<file path="src/rtl/msq_pkg.sv">
// Types and constants of the melody note sequencer.
// No dependencies; imported by every module of the block.
`timescale 1ns / 1ps

package msq_pkg;

    localparam logic [2:0] ACT_TICK  = 3'd0;
    localparam logic [2:0] ACT_WRITE = 3'd1;
    localparam logic [2:0] ACT_START = 3'd2;
    localparam logic [2:0] ACT_STOP  = 3'd3;
    localparam logic [2:0] ACT_TONE  = 3'd4;

    localparam logic [15:0] TICKS_PENDING = 16'hFFFF;
    localparam logic [15:0] PERIOD_RESET  = 16'd1000;

    typedef struct packed {
        logic [2:0]  action;
        logic [7:0]  note_address;
        logic [14:0] note_length;
        logic [15:0] note_divider;
        logic [7:0]  start_address;
    } t_in_item;

    typedef struct packed {
        logic        tone_enable;
        logic [15:0] reload_value;
        logic [14:0] compare_value;
        logic        melody_active;
    } t_out_item;

    typedef struct packed {
        logic exec;
        logic load;
        logic out_write;
    } t_msq_cmd;

    typedef struct packed {
        logic need_load;
    } t_msq_sts;

endpackage

</file>
<file path="src/rtl/msq_ctrl.sv">
// Controller of the melody note sequencer: handshake and load sequencing.
// Depends on msq_pkg.
`timescale 1ns / 1ps

module msq_ctrl import msq_pkg::*; (
    input  logic     i_clk,
    input  logic     i_rst_n,
    input  logic     i_in_valid,
    output logic     o_in_stall,
    output logic     o_out_valid,
    input  logic     i_out_stall,
    input  t_msq_sts i_sts,
    output t_msq_cmd o_cmd
);

    typedef enum logic {
        ST_IDLE,
        ST_LOAD
    } t_state;

    t_state r_state;
    logic   r_out_valid;
    logic   w_ready;
    logic   w_accept;

    // Take an item only when idle and the result slot is free or draining.
    assign w_ready  = (r_state == ST_IDLE) && (!r_out_valid || !i_out_stall);
    assign w_accept = i_in_valid && w_ready;

    always_comb begin
        o_cmd.exec      = w_accept;
        o_cmd.load      = (r_state == ST_LOAD);
        o_cmd.out_write = (w_accept && !i_sts.need_load) || (r_state == ST_LOAD);
    end

    always_ff @(posedge i_clk) begin
        if (!i_rst_n) begin
            r_state     <= ST_IDLE;
            r_out_valid <= 1'b0;
        end else begin
            if (o_cmd.out_write) begin
                r_out_valid <= 1'b1;
            end else if (!i_out_stall) begin
                r_out_valid <= 1'b0;
            end
            unique case (r_state)
                ST_IDLE: begin
                    if (w_accept && i_sts.need_load) begin
                        r_state <= ST_LOAD;
                    end
                end
                ST_LOAD: begin
                    r_state <= ST_IDLE;
                end
            endcase
        end
    end

    assign o_in_stall  = !w_ready;
    assign o_out_valid = r_out_valid;

endmodule

</file>
<file path="config.mk">
export PLATFORM = sky130hd
export DESIGN_NAME = msq_ctrl
export DESIGN_NICKNAME = d
export VERILOG_FILES = /design/src/rtl/msq_pkg.sv /design/src/rtl/msq_ctrl.sv
export SDC_FILE = /design/constraint.sdc
export NUM_CORES = 1
export LEC_CHECK = 0
export BUFFER_PORTS_ARGS = -buffer_cell sky130_fd_sc_hd__buf_2
export CAP_MARGIN = 20
export CELL_PAD_IN_SITES_DETAIL_PLACEMENT = 1
export CELL_PAD_IN_SITES_GLOBAL_PLACEMENT = 1
export CORE_AREA = 2 2 39 41
export CTS_BUF_LIST = sky130_fd_sc_hd__clkbuf_8
export CTS_CLUSTER_SIZE = 30
export DETAILED_ROUTE_END_ITERATION = 7
export DIE_AREA = 0 0 41 43
export PLACE_DENSITY = 0.43
export SLEW_MARGIN = 20
export SYNTH_ARGS = -nofsm -noshare
export SYNTH_HDL_FRONTEND = slang
export SYNTH_SLANG_ARGS = --single-unit
</file>
<file path="constraint.sdc">
create_clock -name i_clk -period 0.9 [get_ports i_clk]
set_input_delay 0.18 -clock i_clk [delete_from_list [all_inputs] [get_ports i_clk]]
set_output_delay 0.18 -clock i_clk [all_outputs]
set_load 0.005 [all_outputs]
</file>
==> summary.md <==
| Metric | Value |
|---|---|
| Status | `finished with violations` |
| Failing checks | `setup timing` |
| Initial antenna violation count | `0` |
| Die Footprint | `1763 um2` |
| Leak Pwr | `0.1182 nW` |
| First-pass GRT wire length | `just over 600 um` |
| Crit path kind | `flip-flop to output pin` |
| Flops & latches, synth | `2` |
| N_diodes | `0` |
| Slack of the worst reg-to-reg path | `-0.01 ns` |
| Fraction of registers with async set/reset | `0%` |
| Synthesis-to-layout area growth | `107.8%` |
| Tightest Pin Transition | `0.1284 ns` |
| Clock sinks | `2` |
| Syn. warnings | `0` |
| Pins Over Slew Limit | `0` |
| Synth top area share | `35.56%` |
| CTS Buf Count | `3` |
| Worst ir drop on vdd | `roughly 0.00038 V` |
| Total power | `a little over 0.5 mW` |
| CTS root buf | `clkbuf_8` |
| Hold Path Origin | `i_rst_n` |
| Seq/Total Area, Yosys | `35.56%` |
| Detailed-route via count | `126` |
| Synth unique cells | `9` |
| Final hold violation count | `0` |
| GRT Residual Overflow | `0` |
| Reg2Reg Depth | `4` |
| Crit path time final | `1.118 ns` |
| Pwr per Cell Area | `2202 nW/um2` |
| Max Freq | `0.8944 GHz` |
| Tot GR Track Use | `6.212%` |
| Max cap viols | `0` |
| Crit-path cells | `and2_4 -> o21bai_1 -> buf_2` |
| Multi-input logic area | `66.31 um2` |
| WP data required | `0.72 ns` |
| Top cells by area, synth | `dfxtp_1 (36%), and2_2 (13%), buf_4 (13%), a21oi_2 (7.8%), and4_1 (7.8%)` |
| Ports | `10` |
| Main synth FF type | `dfxtp_1` |
| Place WS | `-0.02278 ns` |
| Cells after Synth | `12` |
| DRT antenna net count | `0` |
| Leading area contributor after synthesis | `dfxtp_1` |
| Mapped Nets | `17` |
| GP Congestion | `between 0.4 and 0.5` |
| Number of synthesized flops with an enable pin | `0` |
| Largest stage delay, worst path | `0.32 ns` |
| Vias in the first global route | `~150` |
| Setup TNS | `-0.5559 ns` |
| Worst setup skew after layout | `0.001036 ns` |
| DRT Pass-1 Iters | `1` |
| Hold Path Sink | `o_out_valid$_SDFFE_PN0P_` |
| Post-Syn Area | `112.6 um2` |
| Cell area after layout | `234.0 um2` |
| Row cnt | `14` |
| Post-DR wirelength/cell | `a little under 9 um` |
| Later-pin clock latency in the skew report | `0.21 ns` |
| Largest fanout on the critical path | `3` |
| Fin crit share | `124.2%` |
| Via/cell ratio | `3.150` |
| Worst path bufs/invs | `1` |
| Post-CTS Hold Buffers | `0` |
| Layout cells sized above 1 | `83.33%` |
| Cell family with most CP delay | `flip-flops` |
| Register area | `42.54 um2` |
| RR Endpoint | `r_state$_SDFF_PP0_` |
| CTS tree | `built` |
| Clock Path Buffers | `2` |
| Synth top cells by count | `and2_2 (2), buf_4 (2), dfxtp_1 (2)` |
| Initial Util | `8.137%` |
| Final setup violation count | `4` |
| Final worst setup slack | `-0.2181 ns` |
| Iter 0 DRT Violations | `0` |
| DRC errors left | `0` |
| # H-tree levels | `1` |
| Crit end category | `output pin` |
| WHS Path Cells | `2` |
| Synthesized area per cell | `approximately 9.4 um2` |
| Crit path DAT | `0.94 ns` |
| Clock-pin slew on the worst setup and hold paths | `roughly 0.030 ns` |
| Routed WL | `358 um` |
| Port Buffer Count | `9` |
| R2R Path Start | `o_out_valid$_SDFFE_PN0P_` |
| Hold Path Class | `primary input to flip-flop` |
| DP Area | `~170 um2` |
| Layout fillers | `166` |
| Fin nets | `31` |
| RSZ-0062 raised after global routing | `yes` |
| Core Box Area | `1384 um2` |
| Slew margin rel. | `about nine tenths` |
| Pin count of the biggest net entering global routing | `4` |
| Startpoint types | `flip-flop` |
| Slowest cell on the critical path | `dfxtp_2` |
| Chip Height | `43 um` |
| Chip width | `41 um` |
[power by group]
group	switching (mW)	leakage (nW)	internal [mW]	total, mW
Combinational	0.0259	0.0794	0.0396	0.0655
Sequential	0.00599	0.0172	0.0959	0.102
Clock	0.0655	0.0216	0.282	0.348
[cells by family (layout without fill, tap and decap cells)]
kind of cell | after synthesis | count (layout) | synth area share, %
AOI/OAI and AO/OA | 3 | 3 | 21.12
DFF | 2 | 2 | 35.56
buffers and inverters | 3 | 15 | 16.66
and+or+nand+nor | 4 | 4 | 26.67
[cells in the final DEF, fill, tap and decap left out]
cell type / count
a21oi_4: 1
buf_4: 2
buf_2: 9
and2_2: 1
dfxtp_2: 2
o21bai_1: 1
a21boi_2: 1
nand2b_1: 1
clkbuf_8: 3
and2_4: 1
inv_1: 1
and4_1: 1
[how the worst max path moves through the flow]
stage / start / end / cells after the start
after global routing: o_out_valid$_SDFFE_PN0P_ / o_cmd[2] / 3
final: o_out_valid$_SDFFE_PN0P_ / o_cmd[0] / 3
after floorplan: o_out_valid$_SDFFE_PN0P_ / o_cmd[2] / 3
after CTS: o_out_valid$_SDFFE_PN0P_ / o_cmd[2] / 3
after global placement: i_out_stall / o_cmd[0] / 4
after detailed placement: o_out_valid$_SDFFE_PN0P_ / o_cmd[2] / 3
[final cells by class]
| type | count | area share, % |
|---|---|---|
| Multi-Input combinational cell | 7 | 28.34 |
| Sequential cell | 2 | 18.18 |
| Timing Repair Buffer | 11 | 25.67 |
| Tap cell | 16 | 8.556 |
| Clock buffer | 3 | 17.65 |
| Inverter | 1 | 1.604 |
[timing repair]
| item | 4_1_cts | 5_1_grt |
|---|---|---|
| cloned | 0 | 0 |
| pin swaps | 1 | 3 |
| resized for setup | 3 | 2 |
| endpoints found under the setup margin | 3 | 6 |
| setup buffers | 1 | 0 |
[stage by stage]
| step | std cells | utilization (%) | hold slack, ns |
|---|---|---|---|
| after CTS | 40 | 16.64 | 0.2315 |
| after global placement | 36 | 12.39 | 0.4392 |
| after floorplan | 12 | - | 0.3263 |
| final | 40 | 16.91 | 0.2251 |
| after global routing | 40 | 16.91 | 0.2450 |
| after detailed placement | 36 | 12.39 | 0.4503 |
[sequential cells by signal, indices dropped and copies added, names as in the netlist]
register,flops
o_out_valid,1
r_state,1
[per-layer routing]
metal	GRT usage, %	vias to the layer above	wire length [um]
met1	6.390	54	148
met4	6.000	0	0
li1	-	62	-
met5	0	-	0
met2	6.563	10	147
met3	6.283	0	62
(Power assumes the default switching activity.)
